### config.mk
export PLATFORM = sky130hd
export DESIGN_NAME = pacpt_ram
export DESIGN_NICKNAME = d
export VERILOG_FILES = /design/src/pacpt_ram.sv
export SDC_FILE = /design/constraint.sdc
export NUM_CORES = 2
export LEC_CHECK = 0
export BUFFER_PORTS_ARGS = -buffer_cell sky130_fd_sc_hd__buf_4
export CAP_MARGIN = 20
export CORE_MARGIN = 2
export CORE_UTILIZATION = 55
export CTS_CLUSTER_SIZE = 10
export DETAILED_ROUTE_END_ITERATION = 10
export GPL_ROUTABILITY_DRIVEN = 0
export PLACE_DENSITY = 0.81
export SETUP_SLACK_MARGIN = 0.02
export SLEW_MARGIN = 5
export SYNTH_ARGS = -nofsm -noshare
export SYNTH_HDL_FRONTEND = slang
export SYNTH_SLANG_ARGS = --single-unit
### constraint.sdc
create_clock -name clk -period 11.9 [get_ports clk]
set_input_delay 2.38 -clock clk [delete_from_list [all_inputs] [get_ports clk]]
set_output_delay 2.38 -clock clk [all_outputs]
set_load 0.005 [all_outputs]
### src/pacpt_ram.sv
module pacpt_ram #(
  parameter int WIDTH = 32,
  parameter int DEPTH = 64
) (
  input  logic                     clk,
  input  logic                     we,
  input  logic [$clog2(DEPTH)-1:0] waddr,
  input  logic [WIDTH-1:0]         wdata,
  input  logic [$clog2(DEPTH)-1:0] raddr,
  output logic [WIDTH-1:0]         rdata
);

  logic [WIDTH-1:0] mem [DEPTH];
  logic [WIDTH-1:0] rdata_r;

  always_ff @(posedge clk) begin
    if (we) begin
      mem[waddr] <= wdata;
    end
    rdata_r <= mem[raddr];
  end

  assign rdata = rdata_r;

endmodule

==> metrics.txt <==
Worst Path Max Fanout=98; DP Area=81,900 um^2; FF+latch area=62,100 um^2; Pwr Density=172 nW/um^2; # clock sinks=2,080; Worst VDD drop=0.000146 V; starting density of the core=55.5%; Final TNS setup=0 ns; gr ovfl total=0; maximum number of pins on one net before global-route repair=104; run status=finished, final reports clean; DRC viols=0; CTS tree=done; clk slew on worst S/H paths=0.06 ns; die width=382 um; Post-CTS Resized=0; Synth area leaders=edfxtp_1, mux4_2, mux2i_1; CTS Buffer Depth=3; hpwl dp=104 mm; Tightest Pin Transition=1.34 ns; Netlist cell types=34; port buffer count=77; Yosys top cell area share=78.3%; IO Count=78; Syn Nets=3,370; worst skew pair latency=0.85 ns; Max Fclk=0.170 GHz; switching share of power=21.7%; cell with the most instances after synthesis=edfxtp_1; hold slack=0.837 ns; total track usage=29.6%; post-CTS setup buffer count=0; largest area contributor in the netlist=edfxtp_1; worst path required time=12.55 ns; Most used DFF post-synth=edfxtp_1; share of cells above drive strength 1=28.0%; vias in the first global route=40,200; die footprint=146,000 um^2; Crit. End Element=flip-flop; root buf cell=clkbuf_16; Clock Skew=0.0451 ns; RSZ-0062 raised after global routing=false; slowest CP cell=buf_4; Initial DRC Count=6,624; Comb pwr share=5.1%; first-pass GRT wire length=300 mm; ratio of final minimum period to clock period=49.3%; drt total wl=214 mm; EDFF count, synth=2,048; static leakage=27.4 nW; Max Cap Violations=0; 1st-pass router iterations=6; sequential share of power=53.6%; Final Hold Viols=0; fin cells=5,606; endpoints failing setup=0; antenna violations before repair=14; Syn Area/Cell=23.6 um^2; cell internal pwr=11.9 mW; Sw Pwr=3.31 mW; minimum clock period=5.87 ns; Core ar.=142,000 um^2; CTS Buf Count=226; fraction of registers with async set/reset=0%; Max Slew Vio Count=0; filler instances=8,770; Slew headroom=10.2%; FP Rows=138; cell mode on critical path=nor2_1; Finished Cell Area=88,400 um^2; CP max stage delay=0.78 ns; register area share after synthesis=79.1%; NumNets Final=3,596; mapped cell area=78,500 um^2; Die Y=382 um; Synth Instances=3,324; hold buffer count at CTS=0; HP Class=reg2reg; Placed Cells=5,211; post-route ant nets=0; synth cell count leaders=edfxtp_1, mux4_2, nor2_1; drt via density=6.93; Avg WL per Cell=38.2 um; Synth-to-Final Area Change=12.6%; via count=38,800; kind of critical path=in2reg; H-tree levels=4; area taken by multi-input logic gates=16,000 um^2; startpoint types=input pin; clock share of power=41.4%; worst-path cell chain=buf_8, buf_12, buf_4, mux4_2, o22ai_1, nor2_1, a21oi_1, nor2_1; Warnings, synthesis=0; Yosys reg bits=2,080; Critical Path AT=6.52 ns
cell families after synthesis:
kind of cell | count (synthesis) | share of synthesized area [%]
AOI/OAI and AO/OA | 202 | 1.67
buffers and inverters | 182 | 1.13
DFF | 2080 | 79.1
muxes | 637 | 16.8
and+or+nand+nor | 223 | 1.27
flip-flops by register name, summed over array words and instances (netlist names):
name   count
mem     2048
rdata     32
power by group through the flow:
stage | logic [mW] | registers, mW | clock network [mW]
after floorplan | 0.394 | 8.28 | 0
after global placement | 0.722 | 8.30 | 0
after detailed placement | 0.742 | 8.31 | 0
after CTS | 0.761 | 8.16 | 6.34
after global routing | 0.794 | 8.16 | 6.59
final | 0.772 | 8.16 | 6.30
placed cells by master, fill, tap and decap left out, types with 3 or more instances in the layout:
master     netlist  layout
edfxtp_1      2048    2048
mux4_2         544     544
clkbuf_16        0     227
buf_4           25     173
clkbuf_1        74     148
mux2i_1         93      93
o22ai_1         84      84
nor2_1         137      74
a21oi_1         62      62
nor2_4           0      62
dfxtp_1         32      32
o221ai_1        27      27
nand2_1         26      26
nor2b_1         15      14
a22oi_1         12      12
nand2b_1         8       7
a311oi_1         8       7
nand3b_1         5       5
nor3_1           7       5
nand3_1          5       5
clkinv_8         0       5
inv_6            0       5
and3_1           4       4
a41o_1           4       4
o32ai_1          4       4
diode_2          0       3
or3b_2           3       3
or3_1            3       3
clkinv_16        0       3
buf_8            0       3
buf_12           0       3
final cells by class:
cell class	count	area share [%]
Clock buffer	375	7.06
Tap cell	1890	2.68
Sequential cell	2080	70.3
Clock inverter	16	0.280
Multi-Input combinational cell	1062	18.1
Timing Repair Buffer	180	1.59
Antenna cell	3	0.00849
final timing paths:
kind | slack (ns) | endpoint | depth (start not counted) | start
worst max-delay path | 6.03 | rdata[1]$_DFF_P_ | 8 | raddr[0]
worst min-delay path | 0.84 | rdata[4]$_DFF_P_ | 4 | mem[28][4]$_DFFE_PP_
worst max register to register | 9.31 | rdata[7]$_DFF_P_ | 4 | mem[48][7]$_DFFE_PP_
worst min register to register | 0.84 | rdata[4]$_DFF_P_ | 4 | mem[28][4]$_DFFE_PP_
worst max-delay path, delay by kind of cell:
kind                   cells  cell delay, ns
AOI/OAI and AO/OA          2            0.90
buffers and inverters      3            1.87
muxes                      1            0.61
and+or+nand+nor            2            0.28
routing by layer:
metal / track usage, % / part of all wire, % / vias up
li1: - / - / 14700
met1: 38.4 / 32 / 20000
met2: 46.9 / 49 / 3467
met3: 7.76 / 14 / 647
met4: 14.9 / 5.6 / 16
met5: 0 / 0.057 / -
metrics by stage:
stage	worst slack (ns)	power [mW]	utilization, %
5_1_grt	5.65	15.5	62.4
6_report	6.03	15.2	62.4
4_1_cts	6.10	15.3	62.4
2_1_floorplan	6.36	8.68	-
3_5_place_dp	5.30	9.05	57.8
3_3_place_gp	5.33	9.03	57.8
Power figures use the tool's default switching activity.
