--- src/pacpt_pkg.sv ---
package pacpt_pkg;

  localparam int COORD_W   = 16;
  localparam int MAX_VERTS = 64;
  localparam int ADDR_W    = $clog2(MAX_VERTS);
  localparam int CNT_W     = 7;
  localparam int TOTAL_W   = 7;
  localparam int AREA_W    = 36;
  localparam int OP_W      = 2;
  localparam int STAT_W    = 2;

  // Edge arithmetic widths.
  localparam int PROD_W = 2 * COORD_W;
  localparam int CR_W   = PROD_W + 1;
  localparam int ACC_W  = CR_W + ADDR_W;
  localparam int SUM_W  = COORD_W + 1;
  localparam int MOM_W  = SUM_W + CR_W;
  localparam int AX_W   = MOM_W + ADDR_W;
  localparam int DEN_W  = ACC_W + 2;
  localparam int LT_W   = 2 * (COORD_W + 1);

  // Divider widths: QB quotient bits, one extra step detects overflow.
  localparam int QB     = COORD_W + 2;
  localparam int SH_W   = $clog2(QB + 1);
  localparam int DIV_W  = (AX_W + 2 > DEN_W + 1 + QB) ? AX_W + 2 : DEN_W + 1 + QB;

  // Cycles from the last store read until the moment sums are final.
  localparam int PIPE_LAT = 4;
  localparam int DRN_W    = $clog2(PIPE_LAT);

  localparam int IN_TDATA_W  = 2 * COORD_W;
  localparam int RES_BITS    = AREA_W + 2 * COORD_W + 1 + TOTAL_W;
  localparam int OUT_TDATA_W = ((RES_BITS + 7) / 8) * 8;

  typedef enum logic [OP_W-1:0] {
    OP_CLEAR = 2'd0,
    OP_ADD   = 2'd1,
    OP_QUERY = 2'd2
  } op_t;

  localparam logic [STAT_W-1:0] ST_OK   = 2'd0;
  localparam logic [STAT_W-1:0] ST_FULL = 2'd1;
  localparam logic [STAT_W-1:0] ST_DEG  = 2'd2;

  typedef enum logic [2:0] {
    S_IDLE,
    S_WALK,
    S_DRAIN,
    S_AREA,
    S_DIVX,
    S_DIVY,
    S_DONE
  } ctrl_state_t;

  typedef enum logic [1:0] {
    DV_IDLE,
    DV_PREP,
    DV_RUN,
    DV_FIN
  } div_state_t;

  typedef struct packed {
    logic                load;
    logic                clr_poly;
    logic                walk_start;
    logic                rd_valid;
    logic                rd_first;
    logic                area_upd;
    logic                div_start;
    logic                div_sel;
    logic                res_load;
    logic [STAT_W-1:0]   res_status;
    logic                res_inside;
    logic [TOTAL_W-1:0]  res_total;
  } cmd_t;

  typedef struct packed {
    logic acc_zero;
    logic area_zero;
    logic div_done;
    logic out_free;
  } sts_t;

  typedef struct packed {
    logic [STAT_W-1:0]         status;
    logic [TOTAL_W-1:0]        total;
    logic                      hit;
    logic signed [COORD_W-1:0] cy;
    logic signed [COORD_W-1:0] cx;
    logic [AREA_W-1:0]         area;
  } res_t;

endpackage

--- src/pacpt_ctrl.sv ---
module pacpt_ctrl import pacpt_pkg::*; (
  input  logic              clk,
  input  logic              rst_n,
  input  logic              in_tvalid,
  input  logic [OP_W-1:0]   in_op_i,
  output logic              in_tready,
  input  sts_t              sts_i,
  output cmd_t              cmd_o,
  output logic              ram_we_o,
  output logic [ADDR_W-1:0] ram_waddr_o,
  output logic [ADDR_W-1:0] ram_raddr_o
);

  ctrl_state_t       state_r, state_nxt;
  logic [CNT_W-1:0]  count_r, idx_r;
  logic [DRN_W-1:0]  drn_r;
  logic [OP_W-1:0]   op_r;
  logic [STAT_W-1:0] stat_r;
  logic              inside_en_r;
  logic              accept, full, walk_go, deg;

  assign accept = in_tvalid && (state_r == S_IDLE);
  assign full   = count_r >= CNT_W'(MAX_VERTS);
  assign deg    = (count_r < CNT_W'(3)) || sts_i.area_zero;

  always_comb begin
    walk_go = 1'b0;
    unique case (in_op_i)
      OP_ADD:   walk_go = !full && count_r >= CNT_W'(2);
      OP_QUERY: walk_go = count_r >= CNT_W'(3);
      default:  walk_go = 1'b0;
    endcase
  end

  always_comb begin
    state_nxt = state_r;
    unique case (state_r)
      S_IDLE:  if (accept) state_nxt = walk_go ? S_WALK : S_DONE;
      S_WALK:  if (idx_r == count_r) state_nxt = S_DRAIN;
      S_DRAIN: if (drn_r == DRN_W'(PIPE_LAT - 1)) state_nxt = S_AREA;
      S_AREA:  state_nxt = (op_r == OP_ADD && !sts_i.acc_zero) ? S_DIVX : S_DONE;
      S_DIVX:  if (sts_i.div_done) state_nxt = S_DIVY;
      S_DIVY:  if (sts_i.div_done) state_nxt = S_DONE;
      S_DONE:  if (sts_i.out_free) state_nxt = S_IDLE;
      default: state_nxt = S_IDLE;
    endcase
  end

  always_comb begin
    in_tready             = state_r == S_IDLE;
    cmd_o                 = '0;
    cmd_o.load            = accept;
    cmd_o.clr_poly        = accept && in_op_i == OP_CLEAR;
    cmd_o.walk_start      = accept && walk_go;
    cmd_o.rd_valid        = state_r == S_WALK;
    cmd_o.rd_first        = idx_r == '0;
    cmd_o.area_upd        = state_r == S_AREA && op_r == OP_ADD;
    cmd_o.div_start       = (state_r == S_AREA && op_r == OP_ADD && !sts_i.acc_zero) ||
                            (state_r == S_DIVX && sts_i.div_done);
    cmd_o.div_sel         = state_r == S_DIVX;
    cmd_o.res_load        = state_r == S_DONE && sts_i.out_free;
    cmd_o.res_status      = stat_r;
    cmd_o.res_inside      = inside_en_r;
    cmd_o.res_total       = TOTAL_W'(count_r);
    ram_we_o              = accept && in_op_i == OP_ADD && !full;
    ram_waddr_o           = count_r[ADDR_W-1:0];
    ram_raddr_o           = (idx_r == count_r) ? '0 : idx_r[ADDR_W-1:0];
  end

  always_ff @(posedge clk) begin
    if (!rst_n) begin
      state_r     <= S_IDLE;
      count_r     <= '0;
      idx_r       <= '0;
      drn_r       <= '0;
      op_r        <= '0;
      stat_r      <= ST_OK;
      inside_en_r <= 1'b0;
    end else begin
      state_r <= state_nxt;
      unique case (state_r)
        S_IDLE: begin
          idx_r <= '0;
          drn_r <= '0;
          if (accept) begin
            op_r        <= in_op_i;
            inside_en_r <= in_op_i == OP_QUERY && count_r >= CNT_W'(3);
            unique case (in_op_i)
              OP_CLEAR: begin
                count_r <= '0;
                stat_r  <= ST_DEG;
              end
              OP_ADD: begin
                if (full) begin
                  stat_r <= ST_FULL;
                end else begin
                  count_r <= count_r + CNT_W'(1);
                  stat_r  <= ST_DEG;
                end
              end
              default: stat_r <= deg ? ST_DEG : ST_OK;
            endcase
          end
        end
        S_WALK:  idx_r <= idx_r + CNT_W'(1);
        S_DRAIN: drn_r <= drn_r + DRN_W'(1);
        S_AREA:  if (op_r == OP_ADD) stat_r <= sts_i.acc_zero ? ST_DEG : ST_OK;
        default: ;
      endcase
    end
  end

endmodule

--- config.mk ---
export PLATFORM = sky130hd
export DESIGN_NAME = pacpt_ctrl
export DESIGN_NICKNAME = d
export VERILOG_FILES = /design/src/pacpt_pkg.sv /design/src/pacpt_ctrl.sv
export SDC_FILE = /design/constraint.sdc
export NUM_CORES = 1
export LEC_CHECK = 0
export CAP_MARGIN = 10
export CORE_MARGIN = 10
export CORE_UTILIZATION = 50
export DETAILED_ROUTE_END_ITERATION = 8
export DONT_BUFFER_PORTS = 1
export PLACE_DENSITY = 0.79
export SLEW_MARGIN = 10
export SYNTH_ARGS = -nofsm -noshare
export SYNTH_HDL_FRONTEND = slang
export SYNTH_SLANG_ARGS = --single-unit
--- constraint.sdc ---
create_clock -name clk -period 1.7 [get_ports clk]
set_input_delay 0.34 -clock clk [delete_from_list [all_inputs] [get_ports clk]]
set_output_delay 0.34 -clock clk [all_outputs]
set_load 0.02 [all_outputs]
==> flow_summary.html, run 1 <==
<table>
<tr><th>Metric</th><th>Value</th></tr>
<tr><th colspan="2">Worst setup path</th></tr>
<tr><td>Setup Crit Path Kind</td><td>register to primary output</td></tr>
<tr><td>Critical path buffers and inverters</td><td>1</td></tr>
<tr><td>Capturing element type of the critical path</td><td>primary output</td></tr>
<tr><td>Worst endpoint data arrival time</td><td>about 1.7 ns</td></tr>
<tr><td>Critical path launch point type</td><td>register</td></tr>
<tr><td>Slowest stage delay, CP</td><td>0.34 ns</td></tr>
<tr><td>Setup slack, reg-to-reg</td><td>-0.21 ns</td></tr>
<tr><td>Worst-path cell chain</td><td>buf_6 &gt; xor2_2 &gt; nor4_2 &gt; nand4_2 &gt; and2_4</td></tr>
<tr><td>CP Data Required Time</td><td>between 1 and 1.5 ns</td></tr>
<tr><td>Crit-path leading delay family</td><td>simple AND/OR/NAND/NOR gates</td></tr>
<tr><td>Cell with the biggest individual delay on the critical path</td><td>sky130_fd_sc_hd__dfxtp_2</td></tr>
<tr><td>Peak fanout along the critical path</td><td>7</td></tr>
<tr><th colspan="2">Power</th></tr>
<tr><td>Part of the total power dissipated in the clock network</td><td>about an eighth</td></tr>
<tr><td>Reported leakage power</td><td>0.868 nW</td></tr>
<tr><td>Switching Power</td><td>990 µW</td></tr>
<tr><td>Net Sw Frac</td><td>between 40% and 50%</td></tr>
<tr><td>Power per Cell Area</td><td>roughly 1100 mW/mm²</td></tr>
<tr><td>Cell-internal power</td><td>1.32 mW</td></tr>
<tr><td>Proportion of power drawn by combinational gates</td><td>between 50 and 60%</td></tr>
<tr><td>Max rail drop VDD</td><td>approximately 0.00093 V</td></tr>
<tr><td>Sequential Power Share</td><td>roughly a third</td></tr>
<tr><th colspan="2">CTS</th></tr>
<tr><td>Clock tree from TritonCTS</td><td>built</td></tr>
<tr><td># H-tree levels</td><td>1</td></tr>
<tr><td>Maximum buffer depth of the clock tree</td><td>2</td></tr>
<tr><td>Clock insertion delay at the later pin of the skew report</td><td>between 0.3 and 0.4 ns</td></tr>
<tr><td>Clock net sink count</td><td>24</td></tr>
<tr><td>Number of buffers created by CTS</td><td>3</td></tr>
<tr><td>CTS Root Buffer Type</td><td>sky130_fd_sc_hd__clkbuf_4</td></tr>
<tr><td>Clock input transition at the sequential cells of the worst setup and hold paths</td><td>between 0.1 and 0.15 ns</td></tr>
<tr><th colspan="2">Synthesis</th></tr>
<tr><td>Syn avg cell area</td><td>a little under 8 µm²</td></tr>
<tr><td>Synthesis-stage register bit count</td><td>24</td></tr>
<tr><td>Async S/R FF share, synth</td><td>0%</td></tr>
<tr><td>Xor-xnor portion of the synthesized cell area</td><td>5.93%</td></tr>
<tr><td>Combinational family with the most area after synthesis</td><td>simple AND/OR/NAND/NOR gates</td></tr>
<tr><td>Share of synthesized cell area in full adder, half adder and majority cells</td><td>6.16%</td></tr>
<tr><td>Seq/Total Area, Yosys</td><td>29.6%</td></tr>
<tr><td>Top flip-flop cell by instance count after synthesis</td><td>sky130_fd_sc_hd__dfxtp_1</td></tr>
<tr><td>Total number of yosys warnings</td><td>0</td></tr>
<tr><td>Simple-Gate Fraction of Synth Area</td><td>around 29%</td></tr>
<tr><td>Netlist cell types</td><td>50</td></tr>
<tr><td>Compound-cell area share of the yosys netlist</td><td>~18%</td></tr>
<tr><td>Area of the mapped netlist</td><td>about 0.0016 mm²</td></tr>
<tr><td>Gate Count Post-Synth</td><td>210</td></tr>
<tr><td>Net Count, Synth</td><td>between 200 and 250</td></tr>
<tr><td>EDFF count, synth</td><td>0</td></tr>
<tr><td>Share of cell area taken by muxes after synthesis</td><td>~1.2%</td></tr>
<tr><th colspan="2">Final layout</th></tr>
<tr><td>Share of post-route cells with drive strength above 1</td><td>40.1%</td></tr>
<tr><td>Post-Layout Inst Area</td><td>0.00208 mm²</td></tr>
<tr><td>ANT cells</td><td>0</td></tr>
<tr><td>Area growth from synthesis to layout</td><td>28.1%</td></tr>
<tr><td>Total Nets Final</td><td>255</td></tr>
<tr><td>Post-layout utilization of the core</td><td>around 68%</td></tr>
<tr><th colspan="2">Timing</th></tr>
<tr><td>Final setup margin</td><td>-0.321 ns</td></tr>
<tr><td>Unrepaired setup endpoints after global routing</td><td>true</td></tr>
<tr><td>Maximum clock rate</td><td>~490 MHz</td></tr>
<tr><td>Total count of hold-check failures in the final report</td><td>0</td></tr>
<tr><td>Setup_tns</td><td>-2.76 ns</td></tr>
<tr><td>Period utilisation layout</td><td>119%</td></tr>
<tr><td>Hold slack final</td><td>roughly 0.14 ns</td></tr>
<tr><td>Relative slew slack</td><td>roughly 75%</td></tr>
<tr><td>Max-slew violation count</td><td>0</td></tr>
<tr><td>Post-layout minimum cycle time</td><td>between 2 and 2.5 ns</td></tr>
<tr><td>Setup violation total in the final timing report</td><td>12</td></tr>
<tr><td>Actual slew at the worst max-slew pin</td><td>about 0.37 ns</td></tr>
<tr><td>Layout Skew</td><td>around 0.0015 ns</td></tr>
<tr><th colspan="2">Outcome</th></tr>
<tr><td>Status</td><td>complete, but fails checks</td></tr>
<tr><td>Failing checks</td><td>setup timing</td></tr>
<tr><th colspan="2">Floorplanning</th></tr>
<tr><td>Starting Density</td><td>a little over half</td></tr>
<tr><td>Floorplan Core Area</td><td>approximately 0.0031 mm²</td></tr>
<tr><td>I/O pins</td><td>42</td></tr>
<tr><td>Die height</td><td>just under 80 µm</td></tr>
<tr><td>Width of the die</td><td>just under 80 µm</td></tr>
<tr><td>Standard-cell row count</td><td>20</td></tr>
<tr><td>Area of the die</td><td>approximately 0.0059 mm²</td></tr>
<tr><th colspan="2">Global routing</th></tr>
<tr><td>Number of antenna violations at the first check in global routing</td><td>0</td></tr>
<tr><td>Aggregate global-route resource usage</td><td>about 14%</td></tr>
<tr><td>Number of global-route vias before repair</td><td>between 1500 and 2000</td></tr>
<tr><td>Pin count of the biggest net entering global routing</td><td>15</td></tr>
<tr><td>GRT overflow</td><td>0</td></tr>
<tr><td>Most utilized layer in the global route result</td><td>met2</td></tr>
<tr><td>Met1 track demand over resource in global routing</td><td>between 10% and 20%</td></tr>
<tr><td>Global-route wire length before repair</td><td>roughly 7.3 mm</td></tr>
<tr><td>Met2 track demand over resource in global routing</td><td>24.3%</td></tr>
<tr><td>GRT met3 Usage</td><td>approximately 5.4%</td></tr>
<tr><th colspan="2">Routing</th></tr>
<tr><td>Vias</td><td>approximately 1600</td></tr>
<tr><td>Detailed Route Iter0 Violations</td><td>between 100 and 150</td></tr>
<tr><td>Routed Antenna Nets</td><td>0</td></tr>
<tr><td>DRT Pass-1 Iters</td><td>4</td></tr>
<tr><td>Routed wirelength normalized by instance count</td><td>roughly 16 µm</td></tr>
<tr><td>Detailed-route wire length</td><td>~4.5 mm</td></tr>
<tr><td>Vias per cell</td><td>roughly 5.5</td></tr>
<tr><td>Drt drc</td><td>0</td></tr>
<tr><th colspan="2">Place</th></tr>
<tr><td>Number of input and output port buffers inserted</td><td>0</td></tr>
<tr><td>Global placer's final weighted congestion</td><td>~0.84</td></tr>
<tr><td>Placed standard-cell area</td><td>between 0.0015 and 0.002 mm²</td></tr>
<tr><td>DP HPWL</td><td>about 3.1 mm</td></tr>
<tr><th colspan="2">Job</th></tr>
<tr><td>Max_cap viols</td><td>0</td></tr>
<tr><th colspan="2">Min path</th></tr>
<tr><td>Hold/Removal Path Class</td><td>input port to register</td></tr>
</table>
cells by family after synthesis:
| family | after synthesis |
|---|---|
| and+or+nand+nor | 87 |
| AOI/OAI and AO/OA | 46 |
| buffers and inverters | 32 |
| DFF | 24 |
| xor gates and xnor gates | 11 |
| adders and majority gates | 8 |
| muxes | 2 |
cells in the mapped netlist (2+ instances only):
cell / n / area, µm²
sky130_fd_sc_hd__a22o_1: 2 / 17.5
sky130_fd_sc_hd__nor2b_1: 3 / 18.8
sky130_fd_sc_hd__nand3b_1: 2 / 15.0
sky130_fd_sc_hd__xnor2_1: 7 / 61.3
sky130_fd_sc_hd__nand4_1: 2 / 12.5
sky130_fd_sc_hd__a21o_1: 3 / 22.5
sky130_fd_sc_hd__clkbuf_1: 5 / 18.8
sky130_fd_sc_hd__o21ai_2: 2 / 17.5
sky130_fd_sc_hd__or2_2: 2 / 12.5
sky130_fd_sc_hd__nand2_1: 23 / 86.3
sky130_fd_sc_hd__buf_2: 3 / 15.0
sky130_fd_sc_hd__buf_6: 2 / 22.5
sky130_fd_sc_hd__buf_4: 9 / 67.6
sky130_fd_sc_hd__o21ai_0: 9 / 45.0
sky130_fd_sc_hd__a21oi_1: 17 / 85.1
sky130_fd_sc_hd__xor2_1: 4 / 35.0
sky130_fd_sc_hd__mux2i_1: 2 / 20.0
sky130_fd_sc_hd__nor3_1: 5 / 25.0
sky130_fd_sc_hd__a221oi_1: 2 / 17.5
sky130_fd_sc_hd__nor2_1: 24 / 90.1
sky130_fd_sc_hd__and2_2: 6 / 45.0
sky130_fd_sc_hd__inv_1: 12 / 45.0
sky130_fd_sc_hd__ha_1: 8 / 100
sky130_fd_sc_hd__nand3_1: 7 / 35.0
sky130_fd_sc_hd__dfxtp_1: 24 / 480
cells in the final DEF (no fill, tap or decap), types with 8 or more instances in the layout:
cell and count:
sky130_fd_sc_hd__nor2_1 20, sky130_fd_sc_hd__a21oi_1 16, sky130_fd_sc_hd__nand2_1 22, sky130_fd_sc_hd__buf_4 37
sky130_fd_sc_hd__dfxtp_1 13, sky130_fd_sc_hd__dfxtp_2 8
per-stage QoR:
stage	worst slack (ns)	instances	power [mW]
2_1_floorplan	-0.0107	210	1.52
3_3_place_gp	0.0349	264	1.75
3_5_place_dp	-0.0242	264	1.77
4_1_cts	-0.259	274	2.18
5_1_grt	-0.456	281	2.48
6_report	-0.321	281	2.31
final timing paths:
| path | end | cells past startpoint | start |
|---|---|---|---|
| min | op_r[1] | 2 | in_op_i[1] |
| max reg2reg | state_r[1] | 8 | count_r[4] |
| max | ram_raddr_o[4] | 5 | count_r[4] |
| min reg2reg | drn_r[1] | 2 | drn_r[1] |
final cells by class:
class | count | area [µm²]
Timing Repair Buffer | 42 | 338
Multi-Input combinational cell | 154 | 1100
Inverter | 13 | 53.8
Sequential cell | 24 | 502
Clock buffer | 4 | 36.3
Fill cell | 249 | 997
Tap cell | 44 | 55.1
sequential cells by signal (all words and copies together), names as in the netlist:
name	count
count_r	7
idx_r	7
state_r	3
drn_r	2
op_r	2
stat_r	2
inside_en_r	1
what timing repair did:
item,CTS,global route
pin swaps,6,18
hold buffers,0,0
setup endpoints to repair,15,25
buffers inserted,7,7
resized for setup,31,23
power by group through the flow:
| stage | registers [mW] | logic, mW | clock network (mW) |
|---|---|---|---|
| final | 0.774 | 1.24 | 0.301 |
| after global routing | 0.788 | 1.36 | 0.333 |
| after CTS | 0.763 | 1.11 | 0.307 |
| after detailed placement | 0.758 | 1.01 | 0 |
| after global placement | 0.756 | 0.996 | 0 |
| after floorplan | 0.713 | 0.811 | 0 |
layer usage:
layer / vias up / wire (µm)
met3: 4 / 359
met2: 49 / 2310
met5: - / 0
met4: 0 / 27
met1: 743 / 1830
li1: 762 / -
(Power assumes the default switching activity.)
==> run 2, diff against run 1 <==
--- a/config.mk
+++ b/config.mk
@@ -5,6 +5,7 @@
 export SDC_FILE = /design/constraint.sdc
 export NUM_CORES = 1
 export LEC_CHECK = 0
+export ABC_AREA = 1
 export CAP_MARGIN = 10
 export CORE_MARGIN = 10
 export CORE_UTILIZATION = 50
==> run 2 against run 1 <==
The flow still finishes with violations (setup timing). Critical path depth up 3. First-iteration DRC count fell by 1.5%. Cell count increased by 14%. Wire length increased by 1.4%. Global-route usage hardly changed. Clock power rose by 2%. Clock skew grew 0.0042 ns. Sequential power hardly changed. Via count rose by 8.9%. Die area down 1.7%. Largest cell class unchanged. Largest power group unchanged.
==> flow_summary.html, run 2 <==
<table>
<tr><th>Metric</th><th>Value</th></tr>
<tr><th colspan="2">Global routing</th></tr>
<tr><td>Aggregate global-route resource usage</td><td>14.3%</td></tr>
<tr><td>GRT overflow</td><td>0</td></tr>
<tr><td>Number of global-route vias before repair</td><td>~1600</td></tr>
<tr><td>Number of antenna violations at the first check in global routing</td><td>0</td></tr>
<tr><td>Global-route wire length before repair</td><td>7.12 mm</td></tr>
<tr><td>Pin count of the biggest net entering global routing</td><td>14</td></tr>
<tr><th colspan="2">Routing</th></tr>
<tr><td>Vias per cell</td><td>~5.3</td></tr>
<tr><td>Routed Antenna Nets</td><td>0</td></tr>
<tr><td>Routed wirelength normalized by instance count</td><td>~14 µm</td></tr>
<tr><td>Detailed-route wire length</td><td>around 4.6 mm</td></tr>
<tr><td>Vias</td><td>1697</td></tr>
<tr><td>Detailed Route Iter0 Violations</td><td>roughly 140</td></tr>
<tr><td>Drt drc</td><td>0</td></tr>
<tr><td>Met3 wire length</td><td>327 µm</td></tr>
<tr><td>Amount of wire on met2 after detailed routing</td><td>between 2 and 2.5 mm</td></tr>
<tr><td>DRT Pass-1 Iters</td><td>4</td></tr>
<tr><td>Highest metal layer with signal wires</td><td>met4</td></tr>
<tr><td>M1 WL</td><td>~1.8 mm</td></tr>
<tr><th colspan="2">CTS</th></tr>
<tr><td>Clock insertion delay at the later pin of the skew report</td><td>between 0.3 and 0.4 ns</td></tr>
<tr><td>Clock tree from TritonCTS</td><td>built</td></tr>
<tr><td>Count of hold buffers inserted by post-cts repair</td><td>0</td></tr>
<tr><td>CTS Root Buffer Type</td><td>sky130_fd_sc_hd__clkbuf_4</td></tr>
<tr><td>Clock input transition at the sequential cells of the worst setup and hold paths</td><td>~0.14 ns</td></tr>
<tr><td>Clock net sink count</td><td>24</td></tr>
<tr><td># H-tree levels</td><td>1</td></tr>
<tr><td>Maximum buffer depth of the clock tree</td><td>2</td></tr>
<tr><td>Number of buffers created by CTS</td><td>3</td></tr>
<tr><th colspan="2">Power</th></tr>
<tr><td>Total power of the final layout</td><td>between 2 and 3 mW</td></tr>
<tr><td>Proportion of power drawn by combinational gates</td><td>about 58%</td></tr>
<tr><td>Sequential Power Share</td><td>roughly 30%</td></tr>
<tr><td>Net Sw Frac</td><td>a little under half</td></tr>
<tr><td>Power per Cell Area</td><td>around 1200 mW/mm²</td></tr>
<tr><td>Part of the total power dissipated in the clock network</td><td>12.0%</td></tr>
<tr><td>Max rail drop VDD</td><td>around 0.00087 V</td></tr>
<tr><td>Reported leakage power</td><td>0.996 nW</td></tr>
<tr><td>Cell-internal power</td><td>1.38 mW</td></tr>
<tr><td>Switching Power</td><td>1.19 mW</td></tr>
<tr><th colspan="2">Final layout</th></tr>
<tr><td>Total Nets Final</td><td>around 300</td></tr>
<tr><td>Leading cell type in the layout, fill and taps excluded</td><td>sky130_fd_sc_hd__nand2_1</td></tr>
<tr><td>ANT cells</td><td>0</td></tr>
<tr><td>Post-Layout Inst Area</td><td>approximately 0.0022 mm²</td></tr>
<tr><td>Commonest non-fill, non-tap cells in the layout</td><td>sky130_fd_sc_hd__nand2_1, sky130_fd_sc_hd__buf_4, sky130_fd_sc_hd__a21oi_1</td></tr>
<tr><td>Post-layout utilization of the core</td><td>71.3%</td></tr>
<tr><td>Area growth from synthesis to layout</td><td>37.2%</td></tr>
<tr><td>Share of post-route cells with drive strength above 1</td><td>44.0%</td></tr>
<tr><td>Biggest registers after layout</td><td>count_r x7, idx_r x7, state_r x3</td></tr>
<tr><th colspan="2">Synthesis</th></tr>
<tr><td>Portion of synthesized cell area occupied by the leading cell type</td><td>30.3%</td></tr>
<tr><td>Area contributors post-synth</td><td>sky130_fd_sc_hd__dfxtp_1, sky130_fd_sc_hd__nand2_1, sky130_fd_sc_hd__inv_1, sky130_fd_sc_hd__nor2_1, sky130_fd_sc_hd__a21oi_1</td></tr>
<tr><td>Top cell types by occurrence after synthesis</td><td>sky130_fd_sc_hd__nand2_1, sky130_fd_sc_hd__inv_1, sky130_fd_sc_hd__nor2_1, sky130_fd_sc_hd__dfxtp_1, sky130_fd_sc_hd__a21oi_1</td></tr>
<tr><td>Gate Count Post-Synth</td><td>234</td></tr>
<tr><td>Post-synthesis cell type with the largest combined area</td><td>sky130_fd_sc_hd__dfxtp_1</td></tr>
<tr><td>Seq/Total Area, Yosys</td><td>between 30% and 40%</td></tr>
<tr><td>Cell with the most instances after synthesis</td><td>sky130_fd_sc_hd__nand2_1</td></tr>
<tr><td>Net Count, Synth</td><td>approximately 250</td></tr>
<tr><td>Area of the mapped netlist</td><td>between 0.0015 and 0.002 mm²</td></tr>
<tr><td>Syn avg cell area</td><td>around 6.8 µm²</td></tr>
<tr><td>EDFF count, synth</td><td>0</td></tr>
<tr><td>Synthesis-stage register bit count</td><td>24</td></tr>
<tr><td>Async S/R FF share, synth</td><td>0%</td></tr>
<tr><td>Netlist cell types</td><td>37</td></tr>
<tr><td>Total number of yosys warnings</td><td>0</td></tr>
<tr><td>Top flip-flop cell by instance count after synthesis</td><td>sky130_fd_sc_hd__dfxtp_1</td></tr>
<tr><th colspan="2">Worst setup path</th></tr>
<tr><td>Critical path buffers and inverters</td><td>2</td></tr>
<tr><td>Worst-path cell chain</td><td>inv_4 &gt; nand2_2 &gt; nand2_2 &gt; nor2_2 &gt; nand2_2 &gt; nor2_4 &gt; nor2_1 &gt; buf_4</td></tr>
<tr><td>Crit-path leading delay family</td><td>simple AND/OR/NAND/NOR gates</td></tr>
<tr><td>Setup Crit Path Kind</td><td>register to primary output</td></tr>
<tr><td>Worst endpoint data arrival time</td><td>about 1.6 ns</td></tr>
<tr><td>Setup slack, reg-to-reg</td><td>-0.04 ns</td></tr>
<tr><td>Capturing element type of the critical path</td><td>primary output</td></tr>
<tr><td>CP Data Required Time</td><td>around 1.4 ns</td></tr>
<tr><td>Endpoint of the worst-slack reg-to-reg timing path</td><td>state_r[1]</td></tr>
<tr><td>Origin of the critical flop-to-flop path</td><td>count_r[4]</td></tr>
<tr><td>Peak fanout along the critical path</td><td>6</td></tr>
<tr><td>Cell with the biggest individual delay on the critical path</td><td>sky130_fd_sc_hd__dfxtp_4</td></tr>
<tr><td>Most frequent cell on the critical path</td><td>sky130_fd_sc_hd__nand2_2</td></tr>
<tr><td>Cell count of the worst reg-to-reg path</td><td>12</td></tr>
<tr><td>Slowest stage delay, CP</td><td>just over 0.4 ns</td></tr>
<tr><td>Critical path launch point type</td><td>register</td></tr>
<tr><th colspan="2">Place</th></tr>
<tr><td>Number of input and output port buffers inserted</td><td>0</td></tr>
<tr><td>Global placer's final weighted congestion</td><td>0.949</td></tr>
<tr><td>Placed standard-cell area</td><td>~0.0018 mm²</td></tr>
<tr><td>Post-placement worst setup slack</td><td>0.0381 ns</td></tr>
<tr><td>DP HPWL</td><td>3.12 mm</td></tr>
<tr><th colspan="2">Timing</th></tr>
<tr><td>Period utilisation layout</td><td>111%</td></tr>
<tr><td>Layout Skew</td><td>around 0.0057 ns</td></tr>
<tr><td>Total count of hold-check failures in the final report</td><td>0</td></tr>
<tr><td>Hold slack final</td><td>roughly 0.14 ns</td></tr>
<tr><td>Actual slew at the worst max-slew pin</td><td>0.341 ns</td></tr>
<tr><td>Final setup margin</td><td>-0.192 ns</td></tr>
<tr><td>Relative slew slack</td><td>roughly 77%</td></tr>
<tr><td>Unrepaired setup endpoints after global routing</td><td>true</td></tr>
<tr><td>Setup violation total in the final timing report</td><td>11</td></tr>
<tr><td>Post-layout minimum cycle time</td><td>1.89 ns</td></tr>
<tr><td>Maximum clock rate</td><td>529 MHz</td></tr>
<tr><td>Max-slew violation count</td><td>0</td></tr>
<tr><th colspan="2">Floorplanning</th></tr>
<tr><td>Starting Density</td><td>roughly 52%</td></tr>
<tr><td>I/O pins</td><td>42</td></tr>
<tr><td>Area of the die</td><td>between 0.005 and 0.006 mm²</td></tr>
<tr><td>Floorplan Core Area</td><td>roughly 0.0031 mm²</td></tr>
<tr><td>Die height</td><td>approximately 76 µm</td></tr>
<tr><td>Standard-cell row count</td><td>20</td></tr>
<tr><td>Width of the die</td><td>between 70 and 80 µm</td></tr>
<tr><th colspan="2">Min path</th></tr>
<tr><td>Hold Path Sink</td><td>state_r[0]</td></tr>
<tr><td>Hold/Removal Path Class</td><td>input port to register</td></tr>
<tr><td>Min-Delay Path Depth</td><td>2</td></tr>
<tr><td>HP Start</td><td>rst_n</td></tr>
<tr><th colspan="2">Job</th></tr>
<tr><td>Max_cap viols</td><td>0</td></tr>
<tr><th colspan="2">Outcome</th></tr>
<tr><td>Failing checks</td><td>setup timing</td></tr>
<tr><td>Status</td><td>complete, but fails checks</td></tr>
</table>
[run 2: cell types whose count changed in the layout (fill, tap and decap cells not counted), sizes merged, moves of 5 or more]
cell	before	now
and2	7	0
nor2	24	29
buf	42	48
inv	12	31
xnor2	7	0
nand2	24	57
o21ai	12	20
[run 2: how the worst max path moves through the flow]
| stage | from | to | slack, ns | cells after the start |
|---|---|---|---|---|
| 6_report | count_r[4] | ram_raddr_o[2] | -0.19 | 8 |
| 3_3_place_gp | count_r[6] | ram_raddr_o[4] | 0.07 | 8 |
| 3_5_place_dp | count_r[6] | ram_raddr_o[2] | 0.04 | 8 |
| 4_1_cts | count_r[6] | cmd_o[16] | -0.12 | 9 |
| 2_1_floorplan | count_r[2] | ram_raddr_o[0] | 0.07 | 7 |
| 5_1_grt | count_r[6] | cmd_o[16] | -0.27 | 9 |
[run 2: cell type report]
cell class	instances	area, µm²
Clock buffer	4	36.3
Multi-Input combinational cell	166	1020
Sequential cell	24	522
Timing Repair Buffer	48	394
Inverter	33	148
Fill cell	246	876
Tap cell	44	55.1
[run 2: worst register-to-register path, delay by kind of cell, from the launching register on]
family,cells,cell delay (ns)
buffers and inverters,3,0.31
AO/OA/AOI/OAI,2,0.31
flip-flops,1,0.41
AND/OR/NAND/NOR,7,0.63
[run 2: through the flow]
step	instances	setup TNS [ns]
after global routing	319	-2.43
after detailed placement	294	0
after global placement	294	0
after floorplan	234	0
after CTS	309	-0.838
final	319	-1.16
[run 2: logic make-up after synthesis]
logic type | share of synthesized area, %
flops | 30.3
simple gates | 31.0
fa+ha+maj | 6.31
compound gates | 19.2
buf+inv | 13.2
[run 2: metal layers]
metal  track usage, %  vias up
met5                0        -
met4             6.51        0
met3             4.13        6
met2             24.9       58
met1             15.6      797
li1                 -      836
[run 2: timing repair]
action | 4_1_cts | 5_1_grt
gates resized for setup | 44 | 40
setup endpoints to repair | 13 | 16
pin swaps | 13 | 16
setup buffers | 11 | 10
[run 2: power by group through the flow]
stage               sequential, mW  combinational, mW  clock, mW
floorplan                    0.754              0.875          0
global placement             0.773               1.07          0
detailed placement           0.777               1.08          0
CTS                          0.778               1.31      0.316
global route                 0.789               1.61      0.341
finish                       0.777               1.48      0.308
